## config.mk

```make
export PLATFORM = sky130hd
export DESIGN_NAME = hnce_back
export DESIGN_NICKNAME = d
export VERILOG_FILES = /design/src/rtl/core/hnce_pkg.sv /design/src/rtl/core/hnce_back.sv
export SDC_FILE = /design/constraint.sdc
export NUM_CORES = 1
export LEC_CHECK = 0
export ABC_AREA = 1
export BUFFER_PORTS_ARGS = -buffer_cell sky130_fd_sc_hd__buf_2
export CORE_MARGIN = 3
export CORE_UTILIZATION = 49
export CTS_CLUSTER_DIAMETER = 200
export DETAILED_ROUTE_END_ITERATION = 10
export PLACE_DENSITY = 0.75
export SLEW_MARGIN = 20
export SYNTH_ARGS = -nofsm -noshare
export SYNTH_HDL_FRONTEND = slang
export SYNTH_SLANG_ARGS = --single-unit
```

## constraint.sdc

```tcl
create_clock -name clk_i -period 1.3 [get_ports clk_i]
set_input_delay 0.26 -clock clk_i [delete_from_list [all_inputs] [get_ports clk_i]]
set_output_delay 0.26 -clock clk_i [all_outputs]
set_load 0.02 [all_outputs]
```

## src/rtl/core/hnce_pkg.sv

```systemverilog
// Package for the HTML numeric character escape unit.
// Holds widths, ASCII codes, the queue entry type and the pass-through check.
// No dependencies.
package hnce_pkg;

  localparam int CP_W        = 21;
  localparam int BYTE_W      = 7;
  localparam int DIG_W       = 4;
  localparam int MAX_DIG     = 7;
  localparam int DIGS_W      = DIG_W * MAX_DIG;
  localparam int NDIG_W      = 3;
  localparam int QUOT_W      = CP_W - 3;
  localparam int FIFO_DEPTH  = 4;

  // v / 10 == (v * RECIP) >> RECIP_SHIFT for every 21-bit v
  localparam int               RECIP_SHIFT = 24;
  localparam logic [CP_W-1:0]  RECIP       = CP_W'(1677722);

  localparam logic [BYTE_W-1:0] CH_QUOT  = BYTE_W'(34);
  localparam logic [BYTE_W-1:0] CH_HASH  = BYTE_W'(35);
  localparam logic [BYTE_W-1:0] CH_AMP   = BYTE_W'(38);
  localparam logic [BYTE_W-1:0] CH_ZERO  = BYTE_W'(48);
  localparam logic [BYTE_W-1:0] CH_SEMI  = BYTE_W'(59);
  localparam logic [BYTE_W-1:0] CH_LT    = BYTE_W'(60);
  localparam logic [BYTE_W-1:0] CH_GT    = BYTE_W'(62);
  localparam logic [CP_W-1:0]   PRINT_LO = CP_W'(32);
  localparam logic [CP_W-1:0]   PRINT_HI = CP_W'(126);

  typedef struct packed {
    logic              esc;
    logic [NDIG_W-1:0] ndig;
    logic [DIGS_W-1:0] data;
  } entry_t;

  function automatic logic passes_through(input logic [CP_W-1:0] c);
    logic [BYTE_W-1:0] b;
    b = c[BYTE_W-1:0];
    return (c >= PRINT_LO) && (c <= PRINT_HI) &&
           (b != CH_QUOT) && (b != CH_AMP) && (b != CH_LT) && (b != CH_GT);
  endfunction

endpackage

```

## src/rtl/core/hnce_back.sv

```systemverilog
// Back end: expands queue entries into output bytes, one beat per cycle while
// the output is taken, into a registered output stage. Depends on hnce_pkg.
module hnce_back (
  input  logic                        clk_i,
  input  logic                        rst_ni,
  input  logic                        fifo_empty_i,
  input  hnce_pkg::entry_t            fifo_entry_i,
  output logic                        fifo_pop_o,
  output logic                        empty_o,
  input  logic                        pop_i,
  output logic [hnce_pkg::BYTE_W-1:0] out_byte_o,
  output logic                        last_byte_o
);

  typedef enum logic [2:0] {
    PH_IDLE, PH_PASS, PH_AMP, PH_HASH, PH_DIG, PH_SEMI
  } phase_e;

  phase_e                        phase_q;
  logic [hnce_pkg::DIGS_W-1:0]   data_q;
  logic [hnce_pkg::NDIG_W-1:0]   left_q;
  logic                          out_valid_q;
  logic [hnce_pkg::BYTE_W-1:0]   out_byte_q;
  logic                          last_q;

  logic [hnce_pkg::BYTE_W-1:0]   cur_byte;
  logic                          cur_last;
  logic                          have;
  logic                          advance;
  logic                          load;

  always_comb begin
    cur_byte = hnce_pkg::CH_SEMI;
    cur_last = 1'b0;
    unique case (phase_q)
      PH_PASS: begin
        cur_byte = data_q[hnce_pkg::BYTE_W-1:0];
        cur_last = 1'b1;
      end
      PH_AMP:  cur_byte = hnce_pkg::CH_AMP;
      PH_HASH: cur_byte = hnce_pkg::CH_HASH;
      PH_DIG:  cur_byte = hnce_pkg::CH_ZERO + hnce_pkg::BYTE_W'(
                 data_q[hnce_pkg::DIGS_W-1 -: hnce_pkg::DIG_W]);
      PH_SEMI: cur_last = 1'b1;
      default: cur_last = 1'b0;
    endcase
  end

  assign have       = (phase_q != PH_IDLE);
  assign advance    = ~out_valid_q | pop_i;
  assign load       = advance & (~have | cur_last) & ~fifo_empty_i;
  assign fifo_pop_o = load;

  assign empty_o     = ~out_valid_q;
  assign out_byte_o  = out_byte_q;
  assign last_byte_o = last_q;

  always_ff @(posedge clk_i or negedge rst_ni) begin
    if (!rst_ni) begin
      phase_q     <= PH_IDLE;
      data_q      <= '0;
      left_q      <= '0;
      out_valid_q <= 1'b0;
      out_byte_q  <= '0;
      last_q      <= 1'b0;
    end else if (advance) begin
      out_valid_q <= have;
      out_byte_q  <= cur_byte;
      last_q      <= cur_last;
      if (!have || cur_last) begin
        if (load) begin
          phase_q <= fifo_entry_i.esc ? PH_AMP : PH_PASS;
          data_q  <= fifo_entry_i.data;
          left_q  <= fifo_entry_i.ndig;
        end else begin
          phase_q <= PH_IDLE;
        end
      end else begin
        unique case (phase_q)
          PH_AMP:  phase_q <= PH_HASH;
          PH_HASH: phase_q <= PH_DIG;
          PH_DIG: begin
            data_q <= data_q << hnce_pkg::DIG_W;
            left_q <= left_q - 1'b1;
            if (left_q == hnce_pkg::NDIG_W'(1)) begin
              phase_q <= PH_SEMI;
            end
          end
          default: phase_q <= PH_IDLE;
        endcase
      end
    end
  end

  a_dig_left: assert property (@(posedge clk_i) disable iff (!rst_ni)
    phase_q == PH_DIG |-> left_q != '0) else $error("digit phase with no digits left");

  a_mid_item: assert property (@(posedge clk_i) disable iff (!rst_ni)
    out_valid_q && !last_q |-> phase_q != PH_IDLE && phase_q != PH_PASS)
    else $error("reference cut short");

  a_pop_valid: assert property (@(posedge clk_i) disable iff (!rst_ni)
    fifo_pop_o |-> !fifo_empty_i) else $error("pop from empty queue");

endmodule
```

==> results.txt, run 1 <==
DRC violations left = 0
DRT antenna net count = 0
Logic pwr share = 48.3%
WHS Endpoint = data_q[3]
Fin nets = 410
Final Skew = 0.007432 ns
Worst R2R Path Depth = 9
Initial antenna violation count = 0
CP Max Fanout = 2
Num ports = 46
Max frequency = 686.1 MHz
R2R Path End = data_q[26]
Slew headroom = 80.20%
Mapped Cells = 311
Yosys cell types = 25
WL per Instance = 12.65 um
Status = finished with violations
Net Sw Power = 2.822 mW
Fin. max-slew vios = 0
Met1 usage = 27.22%
DRT iter0 DRCs = 163
First-pass GRT wire length = 9011 um
Most common cell after layout, fill and taps aside = nand2_1
CP required = 1.04 ns
Avg Inst Size Synth = 7.338 um^2
Failing checks = negative setup slack
Number of buffers created by CTS = 5
Design Area, Final = 2855 um^2
Antenna cells = 0
GR peak layer = met2
Cell Count, Final, Fillers Out = 425
Final setup fails = 31
Area contributors post-synth = dfrtp_1 (47%), nand2_1 (30%), buf_6 (4.4%)
Sw Share = 40.80%
Num Clock Sinks = 43
EDFF count, synth = 0
Ys Warns = 0
Global Route Usage Sum = 21.21%
Post-synthesis async set-or-reset flop share = 100.0%
Hold Startpoint = fifo_entry_i[3]
Fill cells = 402
Met2 GRT Util = 36.52%
Initial Util = 51.70%
Layout cells sized above 1 = 24.93%
Core area = 4414 um^2
Largest area contributor in the netlist = dfrtp_1
Worst vdd ir = 0.001237 V
Setup TNS = -3.216 ns
Tightest Pin Transition = 0.2970 ns
Post-synth top area share = 47.15%
Startpoint Class = flop
Post-Route WL = 5377 um
Tot Pwr = 6.917 mW
Hold/Removal Path Class = input port to flop
Mapped Area = 2282 um^2
Sequential Power Share = 33.8%
Fin crit share = 112.1%
Pleak = 1.622 nW
Area Growth Syn to Fin = 25.11%
Number of global-route vias before repair = 1998
Placed Instances = 413
Internal power = 4.095 mW
GR Util met3 = 3.784%
Most frequent cells in the layout = nand2_1 (182), buf_2 (44), dfrtp_1 (42)
Clk pwr share = 17.9%
Synthesized Nets = 349
Worst skew pair latency = 0.30 ns
Gr ovfl total = 0
RSZ-0062 raised after global routing = true
WHS Path Cells = 3
Maxcap violations = 0
Post-placement cell area = 2630 um^2
Minimum clock period = 1.457 ns
Reg2reg start = phase_q[2]
CTS tree = built
Reg clk slew, reported paths = 0.09 ns
Core Util, Final = 64.68%
Via density = 4.944
Ys flop type = dfrtp_1
Pwr Density = 2422 nW/um^2
Post-synthesis sequential area ratio = 47.15%
Post-route worst setup slack = -0.1575 ns
Max Root-Sink Buffers = 2
Die area = 5512 um^2
Gpl congestion = 0.8438
Largest net degree at the start of global routing = 24
Fin. Hold Viols = 0
Die Y = 74.25 um
Die Wd = 74.25 um
Seq cells post-synth = 43
Port buffer count = 45
Crit path DAT = 1.20 ns
Critical path class = flop to output pin
DP Wirelength = 3848 um
Root Driver = clkbuf_8
Htree depth = 2
Endpoint type of the worst setup path = output pin
TritonRoute pass-1 iters = 4
Vias = 2101
Rows = 24
Flop2flop setup slack = -0.13 ns
[worst max path at each step]
| stage | startpoint | slack [ns] | end | cells after the start |
|---|---|---|---|---|
| floorplan | phase_q[2] | -0.11 | fifo_pop_o | 5 |
| global placement | phase_q[1] | 0.004 | out_byte_o[3] | 7 |
| detailed placement | phase_q[1] | -0.03 | out_byte_o[3] | 7 |
| CTS | phase_q[0] | -0.17 | fifo_pop_o | 5 |
| global route | phase_q[2] | -0.20 | fifo_pop_o | 4 |
| finish | phase_q[2] | -0.16 | fifo_pop_o | 4 |
[layout make-up]
class	count	area, um^2	area share (%)
inverter	16	65.06	2.279
multi-input combinational	238	1040	36.42
tap	52	65.06	2.279
clock inverter	2	60.06	2.103
clock buffer	6	72.57	2.542
timing repair buffer	68	475.5	16.65
sequential	43	1077	37.73
[what timing repair did]
| item | in CTS | in global routing |
|---|---|---|
| pin swaps | 1 | 3 |
| resized for setup | 5 | 12 |
| setup buffers | 2 | 1 |
| setup endpoints to repair | 5 | 38 |
| hold buffers | 1 | 0 |
| endpoints found under the hold margin | 43 | 0 |
[layer usage]
layer	vias up	share of wire, %
li1	1070	-
met1	970	44
met2	54	50
met3	7	4.5
met4	0	1.3
met5	-	0
[sequential cells by signal, summed over array words and instances, names as in the netlist]
name and flops:
data_q 28, last_byte_o 1, left_q 3, out_byte_o 7
out_valid_q 1, phase_q 3
[logic make-up (layout without fill, tap and decap cells)]
| family | after synthesis | in the layout | synth area share [%] |
|---|---|---|---|
| compound gates | 18 | 18 | 4.770 |
| xor+xnor | 1 | 1 | 0.3838 |
| fa+ha+maj | 2 | 2 | 1.096 |
| buf+inv | 30 | 92 | 8.717 |
| flops | 43 | 43 | 47.15 |
| simple gates | 217 | 217 | 37.88 |
[Yosys cell counts, types with 2 or more instances]
library cell,instances
buf_2,2
buf_4,3
buf_6,9
dfrtp_1,43
ha_1,2
inv_1,11
inv_2,3
inv_4,2
nand2_1,183
nand3_1,12
nand4_1,2
nor2_1,13
nor2_4,2
nor3_1,2
o21ai_0,8
o21ai_1,5
[power by group through the flow]
stage          Combinational, mW  Clock (mW)  Sequential (mW)
2_1_floorplan               2.23           0             2.37
3_3_place_gp                3.03           0             2.33
3_5_place_dp                3.12           0             2.36
4_1_cts                     3.21        1.25             2.34
5_1_grt                     3.77        1.30             2.41
6_report                    3.34        1.24             2.34
[critical path, stage by stage, from the launching register on]
cell     delay (ns)
dfrtp_1        0.42
a21oi_4        0.17
inv_2          0.06
nor3_4         0.11
buf_6          0.13
[metrics by stage]
step                      setup slack (ns)  hold slack (ns)
after global placement            0.003955           0.2624
after global routing               -0.2023           0.2120
after detailed placement          -0.02543           0.2626
final                              -0.1575           0.2000
after floorplan                    -0.1123         -0.03559
after CTS                          -0.1728           0.1968
No activity file was read; power rests on OpenSTA's default activity.
==> run 2, diff against run 1 <==
Settings changed: CELL_PAD_IN_SITES_DETAIL_PLACEMENT from default to 1, CELL_PAD_IN_SITES_GLOBAL_PLACEMENT from default to 1, CORE_UTILIZATION 49 to 35, GPL_TIMING_DRIVEN from default to 0, PLACE_DENSITY 0.75 to default, PLACE_DENSITY_LB_ADDON from default to 0.1.
==> run 2 against run 1 <==
The flow finishes with violations (negative hold slack, negative setup slack). Die area increased by 37%. First-iteration DRC count decreased by 48%. Critical path depth increased by 1. Maximum frequency decreased by 10%. Largest cell class is now multi-input gates. Register-to-register slack got worse by 0.12 ns. Sequential power increased by 3%. Core utilization decreased by 11 points.
==> results.txt, run 2 (synthesis results as in run 1) <==
Status = finished with violations
Failing checks = negative hold slack, negative setup slack
Reg clk slew, reported paths = 0.08 ns
Fin. Hold Viols = 43
Core Util, Final = 53.39%
Placed Instances = 431
Number of global-route vias before repair = 2270
Cell Count, Final, Fillers Out = 464
Tightest Pin Transition = 0.5834 ns
Pre-CTS WS = -0.3089 ns
Final Skew = 0.008414 ns
DRT iter0 DRCs = 84
Number of buffers created by CTS = 5
Max reg flops = 28
Worst skew pair latency = 0.29 ns
CP required = 1.04 ns
Vias = 2254
Via density = 4.858
Max Root-Sink Buffers = 2
WL per Instance = 15.92 um
Tot Pwr = 8.066 mW
Pwr Density = 2464 nW/um^2
Largest net degree at the start of global routing = 44
Startpoint Class = flop
Initial Util = 37.22%
Gr ovfl total = 0
Reg2reg start = phase_q[0]
CTS tree = built
Die area = 7526 um^2
Maxcap violations = 0
DP Wirelength = 4386 um
CP Max Fanout = 2
Critical path origin = phase_q[2]
Post-placement cell area = 2613 um^2
Worst R2R Path Depth = 11
Htree depth = 2
Num ports = 46
Hold/Removal Path Class = input port to asynchronous set/reset pin
Crit path to = fifo_pop_o
Worst vdd ir = 0.001003 V
Core area = 6131 um^2
Flop2flop setup slack = -0.25 ns
Gpl congestion = 0.7730
Initial antenna violation count = 0
Critical path class = flop to output pin
First-pass GRT wire length = 11580 um
RSZ-0062 raised after global routing = true
Port buffer count = 45
Fin crit share = 125.1%
Most common cell after layout, fill and taps aside = nand2_1
Minimum clock period = 1.626 ns
Antenna cells = 0
Num Clock Sinks = 43
Biggest register = data_q
R2R Path End = phase_q[1]
Design Area, Final = 3273 um^2
Slew headroom = 61.11%
Fin. max-slew vios = 0
Root Driver = clkbuf_8
Crit path DAT = 1.37 ns
Most frequent cells in the layout = nand2_1 (163), buf_2 (43), dfrtp_1 (40)
Die Wd = 86.75 um
Rows = 28
Die Y = 86.75 um
Fin nets = 426
Endpoint type of the worst setup path = output pin
Global Route Usage Sum = 19.84%
Area Growth Syn to Fin = 43.42%
Final setup fails = 37
WHS = -0.03667 ns
Layout cells sized above 1 = 37.02%
Post-Route WL = 7386 um
DRC violations left = 0
DRT antenna net count = 0
Max frequency = 614.9 MHz
Post-route worst setup slack = -0.3263 ns
Pleak = 1.778 nW
Setup TNS = -7.166 ns
TritonRoute pass-1 iters = 4
[run 2: cell types whose count changed in the layout (fill, tap and decap cells not counted), moves of 4 or more]
cell	previous run	this run
buf_6	4	11
buf_8	1	7
nand2_1	182	163
nand2_2	2	18
nand3_1	10	5
nand3_2	2	6
o21ai_0	8	3
[run 2: per-layer routing]
metal,global-route usage (%),wire (um),part of all wire [%]
met5,0,0,0
met4,5.099,69,0.93
met3,2.757,242,3.3
met2,32.89,3739,51
met1,27.25,3335,45
[run 2: how the worst min path moves through the flow]
stage	end	slack (ns)	cells past startpoint
after floorplan	data_q[0]	-0.04	0
after global placement	out_byte_o[2]	0.46	2
after detailed placement	data_q[9]	0.47	2
after CTS	phase_q[0]	0.17	1
after global routing	last_byte_o	-0.0007	1
final	last_byte_o	-0.04	1
[run 2: layout make-up]
cell class / count / area, um^2
plain buffers: 10 / 145.1
clock buffers: 7 / 76.32
clock inverters: 1 / 5.005
fillers: 765 / 2858
inverters: 16 / 76.32
multi-input cells: 238 / 1182
flip-flops and latches: 43 / 1080
well taps: 75 / 93.84
repair buffers: 74 / 614.3
[run 2: power breakdown]
| group | leakage (nW) | total, mW | switching, mW | internal, mW |
|---|---|---|---|---|
| Combinational | 1.21 | 4.83 | 2.56 | 2.26 |
| Clock | 0.0422 | 0.828 | 0.450 | 0.378 |
| Sequential | 0.528 | 2.41 | 0.460 | 1.95 |
[run 2: worst max-delay path, cell delays in order (launching register included)]
cell	delay, ns
dfrtp_2	0.45
a21oi_4	0.18
inv_2	0.07
buf_8	0.13
nor3_4	0.11
buf_6	0.14
[run 2: what timing repair did]
item,CTS,global route
pin swaps,15,9
cloned,4,1
endpoints found under the setup margin,36,40
gates resized for setup,54,38
hold buffers,0,0
hold endpoints to repair,0,0
setup buffers,13,13
==> run 3, diff against run 2 <==
Settings changed: GPL_TIMING_DRIVEN 0 to default.
==> run 3 against run 2 <==
The run ends with negative setup slack left. Combinational power decreased by 18%. Register-to-register slack improved by 0.07 ns. Non-clock buffer count decreased by 6. Sequential share of layout area increased by 2.4 points. Clock power increased by 12%. Clock skew decreased by 0.0025 ns. Global-route usage decreased by 1.0 points. Final area decreased by 7.2%. Critical path depth decreased by 1. Routed wire length decreased by 9.1%. Power decreased by 9.8%. Sequential power decreased by 2%. Critical path type unchanged. Largest power group unchanged.
==> results.txt, run 3 (synthesis results as in run 1) <==
Status = finished with violations
Failing checks = negative setup slack
Endpoint type of the worst setup path = output pin
RSZ-0062 raised after global routing = true
Pwr Density = 2395 nW/um^2
Placed Instances = 439
Crit-path cells = a21oi_4 > inv_2 > nor3_4 > buf_6
WL per Instance = 14.66 um
Core Util, Final = 49.55%
Hold Startpoint = fifo_entry_i[2]
Slowest CP cell = dfrtp_1
Hold/Removal Path Class = input port to flop
Max reg flops = 28
CP Max Fanout = 2
Number of buffers created by CTS = 5
Antenna cells = 0
Post-Route WL = 6713 um
Gpl congestion = 0.8212
Rows = 28
Crit path DAT = 1.23 ns
Fin nets = 420
Fin. Hold Viols = 0
Vias = 2150
Global Route Usage Sum = 18.81%
DP Wirelength = 4679 um
Final setup fails = 37
Startpoint Class = flop
CP required = 1.04 ns
Worst vdd ir = 0.001579 V
Fin. max-slew vios = 0
Root Driver = clkbuf_8
Htree depth = 2
Cell Count, Final, Fillers Out = 458
Worst skew pair latency = 0.29 ns
Pre-CTS WS = -0.05473 ns
Tightest Pin Transition = 0.2445 ns
Tot Pwr = 7.275 mW
Slew headroom = 83.64%
Num ports = 46
Critical path origin = phase_q[2]
Max Root-Sink Buffers = 2
DRT iter0 DRCs = 65
Gr ovfl total = 0
Final Skew = 0.005946 ns
Core area = 6131 um^2
Fin crit share = 114.3%
Largest net degree at the start of global routing = 44
Number of global-route vias before repair = 2181
WHS = 0.2139 ns
Port buffer count = 45
Die area = 7526 um^2
Layout cells sized above 1 = 27.94%
Reg clk slew, reported paths = 0.08 ns
Post-route worst setup slack = -0.1856 ns
Max frequency = 673.1 MHz
Setup TNS = -5.035 ns
Die Wd = 86.75 um
Most frequent cells in the layout = nand2_1 (179), buf_2 (44), dfrtp_1 (43)
Crit-path max cell delay = 0.43 ns
Post-placement cell area = 2681 um^2
Fill cells = 792
CP delay by family, top = flip-flops
Num Clock Sinks = 43
Initial Util = 37.22%
Most common cell after layout, fill and taps aside = nand2_1
Via density = 4.694
Reg2reg start = phase_q[2]
Die Y = 86.75 um
Design Area, Final = 3038 um^2
DRC violations left = 0
Initial antenna violation count = 0
First-pass GRT wire length = 10930 um
Minimum clock period = 1.486 ns
Pleak = 1.687 nW
Biggest register = data_q
Critical path class = flop to output pin
TritonRoute pass-1 iters = 4
CTS tree = built
Maxcap violations = 0
Area Growth Syn to Fin = 33.11%
Buf/Inv on CP = 2
DRT antenna net count = 0
-- run 3: cell types whose count changed in the layout (fill, tap and decap cells not counted), moves of 3 or more --
cell,before,now
o21ai_0,3,7
buf_8,7,0
nand3_1,5,11
o21ai_2,4,0
nand3_2,6,1
nand2_2,18,4
dfrtp_2,3,0
dfrtp_1,40,43
nand2_1,163,179
-- run 3: layer usage --
metal	routed length, um	track usage [%]
met4	80	4.249
met3	222	2.662
met2	3371	31.85
met1	3038	25.49
met5	0	0
-- run 3: worst reg2reg max path, cell delays in order (launching register included) --
cell and delay (ns):
dfrtp_1 0.43, a21oi_4 0.19, buf_4 0.14, buf_6 0.12, nand2_4 0.07, nand2_8 0.11
inv_4 0.06, buf_12 0.14, nand2_1 0.06, nand2_1 0.05
-- run 3: where the power goes --
part	internal, mW	switching (mW)	leakage (nW)
Sequential	1.95	0.428	0.532
Combinational	1.74	2.23	1.10
Clock	0.485	0.446	0.0515
Total	4.17	3.10	1.69
-- run 3: what timing repair did --
item | in CTS | in global routing
resized for setup | 27 | 13
endpoints found under the hold margin | 43 | 0
hold buffers | 1 | 0
endpoints found under the setup margin | 33 | 39
cloned | 1 | 1
pin swaps | 9 | 7
setup buffers | 7 | 4
-- run 3: cell type report --
| cell class | instances | area, um^2 | area share (%) |
|---|---|---|---|
| Tap cell | 75 | 93.84 | 3.089 |
| Multi-Input combinational cell | 238 | 1080 | 35.54 |
| Sequential cell | 43 | 1076 | 35.42 |
| Clock buffer | 8 | 100.1 | 3.295 |
| Timing Repair Buffer | 78 | 623.1 | 20.51 |
| Inverter | 16 | 65.06 | 2.142 |
-- run 3: final timing paths --
check / endpoint / slack, ns / cells after the start
worst max register to register: data_q[4] / -0.18 / 9
min in group asynchronous: out_valid_q / 0.46 / 3
max in group asynchronous: data_q[8] / 0.62 / 3
worst max-delay path: fifo_pop_o / -0.19 / 4
worst min register to register: out_byte_o[6] / 0.48 / 2
worst min-delay path: data_q[2] / 0.21 / 3
