==> src/rtl/core/hnce_pkg.sv <==
// Package for the HTML numeric character escape unit.
// Holds widths, ASCII codes, the queue entry type and the pass-through check.
// No dependencies.
package hnce_pkg;

  localparam int CP_W        = 21;
  localparam int BYTE_W      = 7;
  localparam int DIG_W       = 4;
  localparam int MAX_DIG     = 7;
  localparam int DIGS_W      = DIG_W * MAX_DIG;
  localparam int NDIG_W      = 3;
  localparam int QUOT_W      = CP_W - 3;
  localparam int FIFO_DEPTH  = 4;

  // v / 10 == (v * RECIP) >> RECIP_SHIFT for every 21-bit v
  localparam int               RECIP_SHIFT = 24;
  localparam logic [CP_W-1:0]  RECIP       = CP_W'(1677722);

  localparam logic [BYTE_W-1:0] CH_QUOT  = BYTE_W'(34);
  localparam logic [BYTE_W-1:0] CH_HASH  = BYTE_W'(35);
  localparam logic [BYTE_W-1:0] CH_AMP   = BYTE_W'(38);
  localparam logic [BYTE_W-1:0] CH_ZERO  = BYTE_W'(48);
  localparam logic [BYTE_W-1:0] CH_SEMI  = BYTE_W'(59);
  localparam logic [BYTE_W-1:0] CH_LT    = BYTE_W'(60);
  localparam logic [BYTE_W-1:0] CH_GT    = BYTE_W'(62);
  localparam logic [CP_W-1:0]   PRINT_LO = CP_W'(32);
  localparam logic [CP_W-1:0]   PRINT_HI = CP_W'(126);

  typedef struct packed {
    logic              esc;
    logic [NDIG_W-1:0] ndig;
    logic [DIGS_W-1:0] data;
  } entry_t;

  function automatic logic passes_through(input logic [CP_W-1:0] c);
    logic [BYTE_W-1:0] b;
    b = c[BYTE_W-1:0];
    return (c >= PRINT_LO) && (c <= PRINT_HI) &&
           (b != CH_QUOT) && (b != CH_AMP) && (b != CH_LT) && (b != CH_GT);
  endfunction

endpackage

==> src/rtl/core/hnce_fifo.sv <==
// Short queue between front and back end, register based.
// Depends on hnce_pkg for the entry type.
module hnce_fifo #(
  parameter int Depth = hnce_pkg::FIFO_DEPTH
) (
  input  logic             clk_i,
  input  logic             rst_ni,
  input  logic             push_i,
  input  hnce_pkg::entry_t din_i,
  output logic             full_o,
  input  logic             pop_i,
  output logic             empty_o,
  output hnce_pkg::entry_t dout_o
);

  localparam int PtrW = (Depth > 1) ? $clog2(Depth) : 1;
  localparam int CntW = $clog2(Depth + 1);

  hnce_pkg::entry_t mem_q [Depth];
  logic [PtrW-1:0]  wr_ptr_q, rd_ptr_q;
  logic [CntW-1:0]  count_q;
  logic             do_push, do_pop;

  assign full_o  = (count_q == CntW'(Depth));
  assign empty_o = (count_q == '0);
  assign dout_o  = mem_q[rd_ptr_q];
  assign do_push = push_i & ~full_o;
  assign do_pop  = pop_i & ~empty_o;

  always_ff @(posedge clk_i or negedge rst_ni) begin
    if (!rst_ni) begin
      wr_ptr_q <= '0;
      rd_ptr_q <= '0;
      count_q  <= '0;
    end else begin
      if (do_push) begin
        wr_ptr_q <= (wr_ptr_q == PtrW'(Depth - 1)) ? '0 : wr_ptr_q + 1'b1;
      end
      if (do_pop) begin
        rd_ptr_q <= (rd_ptr_q == PtrW'(Depth - 1)) ? '0 : rd_ptr_q + 1'b1;
      end
      if (do_push && !do_pop) begin
        count_q <= count_q + 1'b1;
      end else if (do_pop && !do_push) begin
        count_q <= count_q - 1'b1;
      end
    end
  end

  always_ff @(posedge clk_i) begin
    if (do_push) begin
      mem_q[wr_ptr_q] <= din_i;
    end
  end

  a_no_push_full: assert property (@(posedge clk_i) disable iff (!rst_ni)
    push_i |-> !full_o) else $error("push into full queue");

  a_count_range: assert property (@(posedge clk_i) disable iff (!rst_ni)
    count_q <= CntW'(Depth)) else $error("queue count out of range");

endmodule

==> config.mk <==
export PLATFORM = sky130hd
export DESIGN_NAME = hnce_fifo
export DESIGN_NICKNAME = d
export VERILOG_FILES = /design/src/rtl/core/hnce_pkg.sv /design/src/rtl/core/hnce_fifo.sv
export SDC_FILE = /design/constraint.sdc
export NUM_CORES = 1
export LEC_CHECK = 0
export CORE_MARGIN = 8
export CORE_UTILIZATION = 25
export DETAILED_ROUTE_END_ITERATION = 10
export DONT_BUFFER_PORTS = 1
export PLACE_DENSITY_LB_ADDON = 0.3
export SYNTH_ARGS = -nofsm -noshare
export SYNTH_HDL_FRONTEND = slang
export SYNTH_SLANG_ARGS = --single-unit
==> constraint.sdc <==
create_clock -name clk_i -period 1.95 [get_ports clk_i]
set_clock_uncertainty 0.05 [all_clocks]
set_input_delay 0.0975 -clock clk_i [delete_from_list [all_inputs] [get_ports clk_i]]
set_output_delay 0.0975 -clock clk_i [all_outputs]
set_load 0.02 [all_outputs]
==> results of run 1 <==
==> metrics by stage <==
step,std cells,hold slack [ns]
floorplan,205,-0.2481
global placement,485,-0.2475
detailed placement,485,-0.2477
CTS,553,0.05967
global route,557,0.1127
finish,557,0.09361
==> cell usage in the layout, fill, tap and decap left out, drive strengths merged <==
cell type    count
a21o             1
nor2b            1
bufinv           3
dlygate4sd3     35
xor2             2
mux4            32
o31ai            1
inv              5
buf             23
edfxtp         128
and2             4
clkbuf          18
nor3             2
mux2             4
xnor2            1
diode            2
ha               6
dfrtp            7
clkinvlp         4
clkinv           4
fa               1
nor2             2
nor3b            1
==> where the power goes <==
part           internal (mW)  switching (mW)
Clock                   1.99            1.16
Combinational           1.33            1.83
Sequential              3.85           0.187
==> metal layers <==
| metal | part of all wire (%) | vias to the layer above |
|---|---|---|
| met1 | 42 | 1192 |
| li1 | - | 1000 |
| met4 | 1.2 | 0 |
| met3 | 6.1 | 8 |
| met2 | 51 | 48 |
| met5 | 0 | - |
==> synth_stat cells, drive strengths merged <==
| cell type | number |
|---|---|
| mux4 | 32 |
| fa | 1 |
| a21o | 1 |
| o31ai | 1 |
| nor3b | 1 |
| inv | 3 |
| ha | 6 |
| and2 | 4 |
| nor2b | 1 |
| mux2 | 4 |
| nor3 | 2 |
| xor2 | 2 |
| clkbuf | 1 |
| xnor2 | 1 |
| buf | 8 |
| nor2 | 2 |
| edfxtp | 128 |
| dfrtp | 7 |
==> kinds of logic (layout without fill, tap and decap cells) <==
kind of cell / after synthesis / after routing / share of synthesized area [%]
other: 0 / 2 / 0
XOR/XNOR: 3 / 3 / 0.5196
flip-flops: 135 / 135 / 79.47
adder cells (fa/ha/maj): 7 / 7 / 1.880
AND/OR/NAND/NOR: 10 / 10 / 1.212
AO/OA/AOI/OAI: 2 / 2 / 0.3959
multiplexers: 36 / 36 / 15.29
buffers and inverters: 12 / 92 / 1.237
==> area by class of cell <==
| class | count | area (sq um) | share of cell area (%) |
|---|---|---|---|
| antenna | 2 | 5.005 | 0.07596 |
| clock buffer | 18 | 429.2 | 6.513 |
| clock inverter | 13 | 155.1 | 2.355 |
| inverter | 3 | 11.26 | 0.1709 |
| multi-input combinational | 58 | 1013 | 15.38 |
| sequential | 135 | 4023 | 61.05 |
| tap | 270 | 337.8 | 5.127 |
| timing repair buffer | 58 | 614.3 | 9.324 |
==> what timing repair did <==
item                                    4_1_cts  5_1_grt
hold buffers                                 35        0
gates resized for setup                       2        2
pin swaps                                     4        4
hold endpoints to repair                    136        0
buffers inserted                              2        2
endpoints found under the setup margin        1        1
==> sequential cells by signal, summed over array words and instances, names as in the netlist <==
| register | count |
|---|---|
| mem_q | 128 |
| rd_ptr_q | 2 |
| wr_ptr_q | 2 |
| count_q | 3 |
==> worst max-delay path, stage by stage (launching register included) <==
cell	delay [ns]
sky130_fd_sc_hd__dfrtp_2	0.44
sky130_fd_sc_hd__o31ai_4	0.30
sky130_fd_sc_hd__ha_4	0.17
sky130_fd_sc_hd__inv_1	0.05
sky130_fd_sc_hd__fa_2	0.33
sky130_fd_sc_hd__xor2_1	0.16
sky130_fd_sc_hd__nor2_1	0.12
sky130_fd_sc_hd__xor2_1	0.17
==> worst min path at each step <==
stage,slack [ns],depth (start not counted),endpoint
floorplan,-0.25,0,count_q[0]
global placement,-0.25,0,count_q[0]
detailed placement,-0.25,0,count_q[2]
CTS,0.06,3,count_q[0]
global route,0.11,3,count_q[0]
finish,0.09,3,count_q[0]
==> flow_metrics.env, run 1 <==
export IMPL_run_status="completed"
export IMPL_cts_num_sinks=135
export IMPL_worst_slew_pin_transition_ns=0.3481
export IMPL_maximum_vdd_ir_drop_mv=0.6290
export IMPL_fp_coreArea_sq_um=20040
export IMPL_leakagePower_nw=2.154
export IMPL_route_antenna_remaining_nets=0
export IMPL_global_route_usage_met2_pct=13.99
export IMPL_ys_warnings_count=0
export IMPL_synth_net_count=248
export IMPL_cts_tree="yes"
export IMPL_drc=0
export IMPL_grtUsageMet1_pct=10.06
export IMPL_detailroute_via_count=2248
export IMPL_netlist_area_sq_um=5057
export IMPL_insertion_delay_of_the_later_clocked_pin_in_the_worst_skew_pair_ns=0.41
export IMPL_cp_end_kind="flop"
export IMPL_drt_iter0_drc=68
export IMPL_design_portCount=70
export IMPL_finalWorstPathRequiredPeriod_ns=1.869
export IMPL_power_density_nw_per_um2=1572
export IMPL_floorplan_die_area_sq_um=25040
export IMPL_initial_antenna_violation_count=2
export IMPL_detailedRoute_firstPassIterationCount=4
export IMPL_reg2regPathDepth=7
export IMPL_slew_headroom_pct=76.72
export IMPL_grt_pass1_wl_um=15570
export IMPL_synth_largest_area_cell="sky130_fd_sc_hd__edfxtp_1"
export IMPL_port_buffers=0
export IMPL_fp_dieH_um=158.2
export IMPL_gp_routability_congestion=0.6398
export IMPL_worst_r2r_endpoint="count_q[2]"
export IMPL_grt_remaining_overflow=0
export IMPL_share_of_post_route_cells_with_drive_strength_above_1_pct=34.74
export IMPL_global_route_usage_total_pct=8.638
export IMPL_totalWireLength_um=10050
export IMPL_first_global_vias=2560
export IMPL_setup_ws_ns=0.08141
export IMPL_rrSetupSlack_ns=0.08
export IMPL_period_share_pct=95.83
export IMPL_crit_path_end="count_q[2]"
export IMPL_crit_start="count_q[0]"
export IMPL_critical_path_arrival_ns=2.15
export IMPL_ys_seq_elements=135
export IMPL_htree_levels=4
export IMPL_drv_cap=0
export IMPL_post_synth_top_area_fraction_pct=76.00
export IMPL_final_setup_viol_count=0
export IMPL_worst_ep_required_time_ns=2.23
export IMPL_regToRegStartpoint="count_q[0]"
export IMPL_design_power_total_mw=10.36
export IMPL_utilization_pct=32.88
export IMPL_clkTransAtPathRegs_ns=0.06
export IMPL_crit_path_category="reg -> reg"
export IMPL_fin_setup_tns_ns=0
export IMPL_netlist_top_cells_area="sky130_fd_sc_hd__edfxtp_1 (76%), sky130_fd_sc_hd__mux4_2 (14%), sky130_fd_sc_hd__dfrtp_1 (3.5%)"
export IMPL_timing_hold_worst_start="push_i"
export IMPL_cts_root_to_sink_buffers=2
export IMPL_synth_lib_cells_used_distinct=20
export IMPL_postSynthAreaPerCell_sq_um=24.67
export IMPL_place_area_sq_um=5609
export IMPL_die_w_um=158.2
export IMPL_route_detailed_vias_per_inst=4.036
export IMPL_dpl_hpwl_um=6203
export IMPL_avgRoutedWirePerCell_um=18.05
export IMPL_crit_fanout=3
export IMPL_grt_busiest_layer="met2"
export IMPL_area_delta_synth_final_pct=30.28
export IMPL_rsz_0062_raised_after_global_routing="false"
export IMPL_placement_rows=52
export IMPL_floorplan_initialDensity_pct=25.24
export IMPL_grtUsageMet3_pct=3.440
export IMPL_hold_class="in -> reg"
export IMPL_synthCells=205
export IMPL_fin_hold_viols=0
export IMPL_cts_root_buf="sky130_fd_sc_hd__clkbuf_16"
export IMPL_final_design_area_no_fill_sq_um=6589
export IMPL_synth_seq_area_share_pct=79.47
export IMPL_dpl_ws_ns=-0.02016
export IMPL_timing_fmax_mhz=535.2
export IMPL_grt_start_max_net_pins=28
export IMPL_fillers=1925
export IMPL_fin_nets=316
export IMPL_timing_max_transition_violations_final=0
export IMPL_cts_buffers=17
export IMPL_setup_worst_path_start_class="flop"
(Power assumes the default switching activity.)
==> inputs of run 2 (changes only) <==
- ABC_AREA: default -> 1
==> flow_metrics.env, run 2 <==
export IMPL_cts_num_sinks=135
export IMPL_die_w_um=164.2
export IMPL_final_setup_viol_count=0
export IMPL_cts_buffers=17
export IMPL_totalWireLength_um=12200
export IMPL_drt_iter0_drc=179
export IMPL_worst_ep_required_time_ns=2.17
export IMPL_synthCells=434
export IMPL_design_portCount=70
export IMPL_synth_net_count=477
export IMPL_initial_antenna_violation_count=1
export IMPL_largest_register_ffs=128
export IMPL_placedCellCount=709
export IMPL_fin_setup_tns_ns=0
export IMPL_register_containing_the_most_flip_flops_in_the_final_layout="mem_q"
export IMPL_dpl_ws_ns=0.008187
export IMPL_fp_coreArea_sq_um=21690
export IMPL_detailroute_via_count=3268
export IMPL_hold_class="in -> reg"
export IMPL_cp_end_kind="flop"
export IMPL_max_stage_delay_ns=0.44
export IMPL_synth_largest_area_cell="sky130_fd_sc_hd__edfxtp_1"
export IMPL_leakagePower_nw=2.675
export IMPL_mostFrequentLayoutCells="sky130_fd_sc_hd__edfxtp_1 (128), sky130_fd_sc_hd__nand2_1 (109), sky130_fd_sc_hd__inv_1 (77), sky130_fd_sc_hd__o211ai_1 (64), sky130_fd_sc_hd__dlygate4sd3_1 (36)"
export IMPL_drc=0
export IMPL_power_density_nw_per_um2=1579
export IMPL_avgRoutedWirePerCell_um=15.62
export IMPL_htree_levels=4
export IMPL_fin_nets=530
export IMPL_first_global_vias=3552
export IMPL_design_power_total_mw=11.07
export IMPL_ys_warnings_count=0
export IMPL_crit_path_category="reg -> reg"
export IMPL_slew_headroom_pct=68.78
export IMPL_drv_cap=0
export IMPL_synth_seq_area_share_pct=73.15
export IMPL_grt_pass1_wl_um=18830
export IMPL_period_share_pct=97.45
export IMPL_synth_lib_cells_used_distinct=16
export IMPL_route_antenna_remaining_nets=0
export IMPL_crit_fanout=4
export IMPL_maximum_vdd_ir_drop_mv=0.5676
export IMPL_cts_root_to_sink_buffers=2
export IMPL_gp_routability_congestion=0.7365
export IMPL_insertion_delay_of_the_later_clocked_pin_in_the_worst_skew_pair_ns=0.40
export IMPL_utilization_pct=32.32
export IMPL_worst_hold_slack_ns=0.01669
export IMPL_finalWorstPathRequiredPeriod_ns=1.900
export IMPL_timing_fmax_mhz=526.3
export IMPL_critical_path_cell_chain="inv_2 -> nand3_2 -> nand2_1 -> inv_1 -> ha_1 -> inv_2 -> fa_2 -> nand2_1 -> o21ai_0"
export IMPL_worst_path_max_delay_cell="sky130_fd_sc_hd__fa_2"
export IMPL_grt_start_max_net_pins=45
export IMPL_detailedRoute_firstPassIterationCount=4
export IMPL_postSynthAreaPerCell_sq_um=12.66
export IMPL_global_route_usage_total_pct=9.393
export IMPL_route_detailed_vias_per_inst=4.184
export IMPL_ys_seq_elements=135
export IMPL_cts_tree="yes"
export IMPL_dpl_hpwl_um=7767
export IMPL_reg_top3="mem_q: 128 flops, count_q: 3 flops"
export IMPL_fp_dieH_um=164.2
export IMPL_clkTransAtPathRegs_ns=0.06
export IMPL_setup_worst_path_start_class="flop"
export IMPL_timing_max_transition_violations_final=0
export IMPL_synth_most_common_cell="sky130_fd_sc_hd__edfxtp_1"
export IMPL_netlist_top_cells_area="sky130_fd_sc_hd__edfxtp_1 (70%), sky130_fd_sc_hd__o211ai_1 (8.7%), sky130_fd_sc_hd__nand2_1 (7.6%)"
export IMPL_post_synth_top_area_fraction_pct=69.96
export IMPL_placement_rows=54
export IMPL_critical_path_arrival_ns=2.12
export IMPL_netlist_area_sq_um=5494
export IMPL_run_status="completed"
export IMPL_port_buffers=0
export IMPL_synth_enable_flop_cells=128
export IMPL_worst_slew_pin_transition_ns=0.4683
export IMPL_place_area_sq_um=5969
export IMPL_floorplan_initialDensity_pct=25.33
export IMPL_fraction_of_registers_with_async_set_or_reset_after_synthesis_pct=5.185
export IMPL_most_numerous_cell_types_in_the_synthesized_netlist="sky130_fd_sc_hd__edfxtp_1 (128), sky130_fd_sc_hd__nand2_1 (111), sky130_fd_sc_hd__inv_1 (79)"
export IMPL_setup_ws_ns=0.04981
export IMPL_cts_root_buf="sky130_fd_sc_hd__clkbuf_16"
export IMPL_floorplan_die_area_sq_um=26980
export IMPL_grt_remaining_overflow=0
export IMPL_synthFlopType="sky130_fd_sc_hd__edfxtp_1"
export IMPL_area_delta_synth_final_pct=27.60
export IMPL_fin_hold_viols=0
export IMPL_share_of_post_route_cells_with_drive_strength_above_1_pct=12.40
export IMPL_rsz_0062_raised_after_global_routing="false"
export IMPL_final_design_area_no_fill_sq_um=7010
export IMPL_fin_cells=781
export IMPL_final_common_cell="sky130_fd_sc_hd__edfxtp_1"
[run 2: final cells by class]
type / count / area [sq um]
Fill cell: 2135 / 14680
Timing Repair Buffer: 55 / 581.8
Multi-Input combinational cell: 198 / 1117
Antenna cell: 1 / 2.502
Tap cell: 280 / 350.3
Inverter: 80 / 301.5
Clock buffer: 17 / 425.4
Sequential cell: 135 / 4024
Clock inverter: 15 / 207.7
[run 2: worst paths after layout]
check | cells after the start | slack [ns] | from | to
worst max-delay path | 9 | 0.05 | count_q[1] | count_q[1]
worst min-delay path | 4 | 0.02 | push_i | wr_ptr_q[0]
worst max register to register | 9 | 0.05 | count_q[1] | count_q[1]
worst min register to register | 2 | 0.51 | count_q[2] | count_q[2]
max in group asynchronous | 2 | 1.03 | rst_ni | rd_ptr_q[0]
min in group asynchronous | 2 | 0.53 | rst_ni | count_q[0]
[run 2: worst max-delay path: cells and delay by family (launching register included)]
family          cells  cell delay (ns)
buf+inv             3             0.25
simple gates        3             0.29
compound gates      1             0.10
fa+ha+maj           2             0.67
flops               1             0.42
[run 2: where the power goes]
part           switching (mW)  leakage, nW  internal (mW)
clock network            1.18        0.302           2.25
registers               0.196         1.26           3.83
logic                    2.58         1.12           1.03
[run 2: cell families (layout without fill, tap and decap cells)]
logic type	after synthesis	after routing	share of synthesized area, %
adders and majority gates	7	7	1.731
xor gates and xnor gates	1	1	0.1594
DFF	135	135	73.15
other	0	1	0
and+or+nand+nor	125	125	8.745
AOI/OAI and AO/OA	65	65	8.836
buffers and inverters	101	167	7.379
[run 2: metal layers]
layer	global-route usage [%]	part of all wire, %	wire length (um)	vias up
met5	0	0	0	-
met4	3.264	1.2	142	0
met3	3.910	6.7	823	12
met2	16.44	50	6113	71
met1	10.01	42	5123	1587
li1	-	-	-	1598
[run 2: repair_timing]
item / in CTS / in global routing
endpoints found under the hold margin: 140 / 0
setup buffers: 1 / 2
gates resized for setup: 1 / 7
hold buffers: 36 / 0
setup endpoints to repair: 8 / 4
==> inputs of run 3 (changes only) <==
- CORE_MARGIN: 8 -> default
- CTS_CLUSTER_SIZE: default -> 20
- PLACE_DENSITY: default -> 0.44
- PLACE_DENSITY_LB_ADDON: 0.3 -> default
==> flow_metrics.env, run 3 (synthesis results as in run 2) <==
export IMPL_run_status="completed"
export IMPL_rrSetupSlack_ns=0.13
export IMPL_floorplan_die_area_sq_um=22570
export IMPL_finalWorstPathRequiredPeriod_ns=1.824
export IMPL_gp_routability_congestion=0.7337
export IMPL_hold_class="in -> reg"
export IMPL_setup_worst_path_start_class="flop"
export IMPL_grt_start_max_net_pins=42
export IMPL_fin_hold_viols=0
export IMPL_dpl_ws_ns=0.1042
export IMPL_critical_path_arrival_ns=2.08
export IMPL_fin_cells=775
export IMPL_initial_antenna_violation_count=1
export IMPL_crit_start="count_q[2]"
export IMPL_final_setup_viol_count=0
export IMPL_largest_register_ffs=128
export IMPL_drt_iter0_drc=118
export IMPL_rsz_0062_raised_after_global_routing="true"
export IMPL_design_power_total_mw=10.62
export IMPL_route_detailed_vias_per_inst=4.139
export IMPL_worst_slew_pin_transition_ns=0.3493
export IMPL_reg2regPathDepth=10
export IMPL_worst_path_max_delay_cell="sky130_fd_sc_hd__dfrtp_1"
export IMPL_totalWireLength_um=11750
export IMPL_area_delta_synth_final_pct=25.94
export IMPL_register_containing_the_most_flip_flops_in_the_final_layout="mem_q"
export IMPL_fp_coreArea_sq_um=21290
export IMPL_crit_fanout=4
export IMPL_dpl_hpwl_um=7176
export IMPL_grt_remaining_overflow=0
export IMPL_mostFrequentLayoutCells="sky130_fd_sc_hd__edfxtp_1 (128), sky130_fd_sc_hd__nand2_1 (110), sky130_fd_sc_hd__inv_1 (78), sky130_fd_sc_hd__o211ai_1 (64), sky130_fd_sc_hd__dlygate4sd3_1 (36)"
export IMPL_share_of_post_route_cells_with_drive_strength_above_1_pct=10.84
export IMPL_design_portCount=70
export IMPL_cts_num_sinks=135
export IMPL_cts_tree="yes"
export IMPL_global_route_usage_total_pct=11.30
export IMPL_grtUsageMet1_pct=12.95
export IMPL_worst_path_dominant_cell_family="adder cells"
export IMPL_leakagePower_nw=2.636
export IMPL_htree_levels=4
export IMPL_max_stage_delay_ns=0.40
export IMPL_power_density_nw_per_um2=1536
export IMPL_setup_ws_ns=0.1263
export IMPL_worst_ep_required_time_ns=2.20
export IMPL_avgRoutedWirePerCell_um=15.16
export IMPL_route_antenna_remaining_nets=0
export IMPL_die_w_um=150.2
export IMPL_slew_headroom_pct=76.64
export IMPL_timing_fmax_mhz=548.3
export IMPL_regToRegStartpoint="count_q[2]"
export IMPL_drc=0
export IMPL_worst_r2r_endpoint="count_q[2]"
export IMPL_placement_rows=53
export IMPL_reg_top3="mem_q: 128 flops, count_q: 3 flops"
export IMPL_global_route_usage_met2_pct=19.24
export IMPL_crit_cells=10
export IMPL_cts_root_to_sink_buffers=2
export IMPL_grtUsageMet3_pct=4.061
export IMPL_detailedRoute_firstPassIterationCount=4
export IMPL_grt_pass1_wl_um=18240
export IMPL_final_common_cell="sky130_fd_sc_hd__edfxtp_1"
export IMPL_fin_nets=529
export IMPL_critical_path_cell_chain="inv_1 -> nand3_2 -> nand2_2 -> ha_1 -> inv_1 -> fa_1 -> nand2_1 -> nand3_1 -> nand2_1 -> nand2_1"
export IMPL_timing_max_transition_violations_final=0
export IMPL_timing_critical_path_mode_cell="sky130_fd_sc_hd__nand2_1"
export IMPL_detailroute_via_count=3208
export IMPL_cp_end_kind="flop"
export IMPL_drv_cap=0
export IMPL_maximum_vdd_ir_drop_mv=0.6869
export IMPL_cts_buffers=17
export IMPL_crit_path_end="count_q[2]"
export IMPL_period_share_pct=93.52
export IMPL_clkTransAtPathRegs_ns=0.06
export IMPL_first_global_vias=3308
export IMPL_placedCellCount=704
export IMPL_floorplan_initialDensity_pct=25.81
export IMPL_worst_path_buf_inv=2
export IMPL_cts_root_buf="sky130_fd_sc_hd__clkbuf_16"
export IMPL_port_buffers=0
export IMPL_insertion_delay_of_the_later_clocked_pin_in_the_worst_skew_pair_ns=0.41
export IMPL_grt_busiest_layer="met2"
export IMPL_fp_dieH_um=150.2
export IMPL_crit_path_category="reg -> reg"
run 3: cell types whose count changed in the layout (fill, tap and decap cells not counted), sizes merged:
cell      previous run  this run
clkinv               7         6
diode                1         2
clkbuf              17        21
buf                 19        18
clkinvlp             3         2
bufinv               5         2
run 3: layout make-up:
class,instances,area [sq um]
flip-flops and latches,135,4024
diodes,2,5.005
clock buffers,21,440.4
inverters,80,300.3
well taps,275,344.1
fillers,2061,14370
multi-input cells,198,1112
clock inverters,10,106.4
repair buffers,54,586.8
run 3: worst min-delay path by stage:
stage,end,start,cells after the start
final,mem_q[0][5],din_i[5],1
after global routing,mem_q[0][5],din_i[5],1
after CTS,mem_q[2][6],din_i[6],1
after detailed placement,count_q[2],rst_ni,0
after global placement,count_q[0],rst_ni,0
after floorplan,count_q[0],rst_ni,0
run 3: layer usage:
layer  vias to the layer above  part of all wire (%)
li1                       1604                     -
met1                      1543                    44
met2                        55                    50
met3                         6                   5.2
met4                         0                  0.81
met5                         -                     0
run 3: stage by stage:
step                      util, %  cell area (sq um)  hold slack (ns)  setup TNS [ns]
final                       32.50               6919           0.3402               0
after global routing        32.49               6917           0.3311        -0.06544
after CTS                   32.33               6883           0.3166               0
after detailed placement    28.07               5976          -0.2478               0
after global placement      28.07               5976          -0.2478               0
after floorplan                 -               5504          -0.2481          -15.44
run 3: timing repair:
item,4_1_cts,5_1_grt
setup buffers,0,2
endpoints found under the hold margin,140,0
hold buffers,36,0
gates resized for setup,0,4
setup endpoints to repair,0,14
run 3: worst reg2reg max path, delay by kind of cell (launching register included):
kind	cells	cell delay, ns
AND/OR/NAND/NOR	6	0.54
flip-flops	1	0.40
buffers and inverters	2	0.18
adder cells (fa/ha/maj)	2	0.56
run 3: where the power goes:
| group | leakage [nW] | total [mW] | switching (mW) | internal [mW] |
|---|---|---|---|---|
| clock network | 0.262 | 2.99 | 1.13 | 1.86 |
| logic | 1.12 | 3.55 | 2.52 | 1.03 |
| registers | 1.26 | 4.08 | 0.258 | 3.83 |
| total | 2.64 | 10.6 | 3.91 | 6.71 |
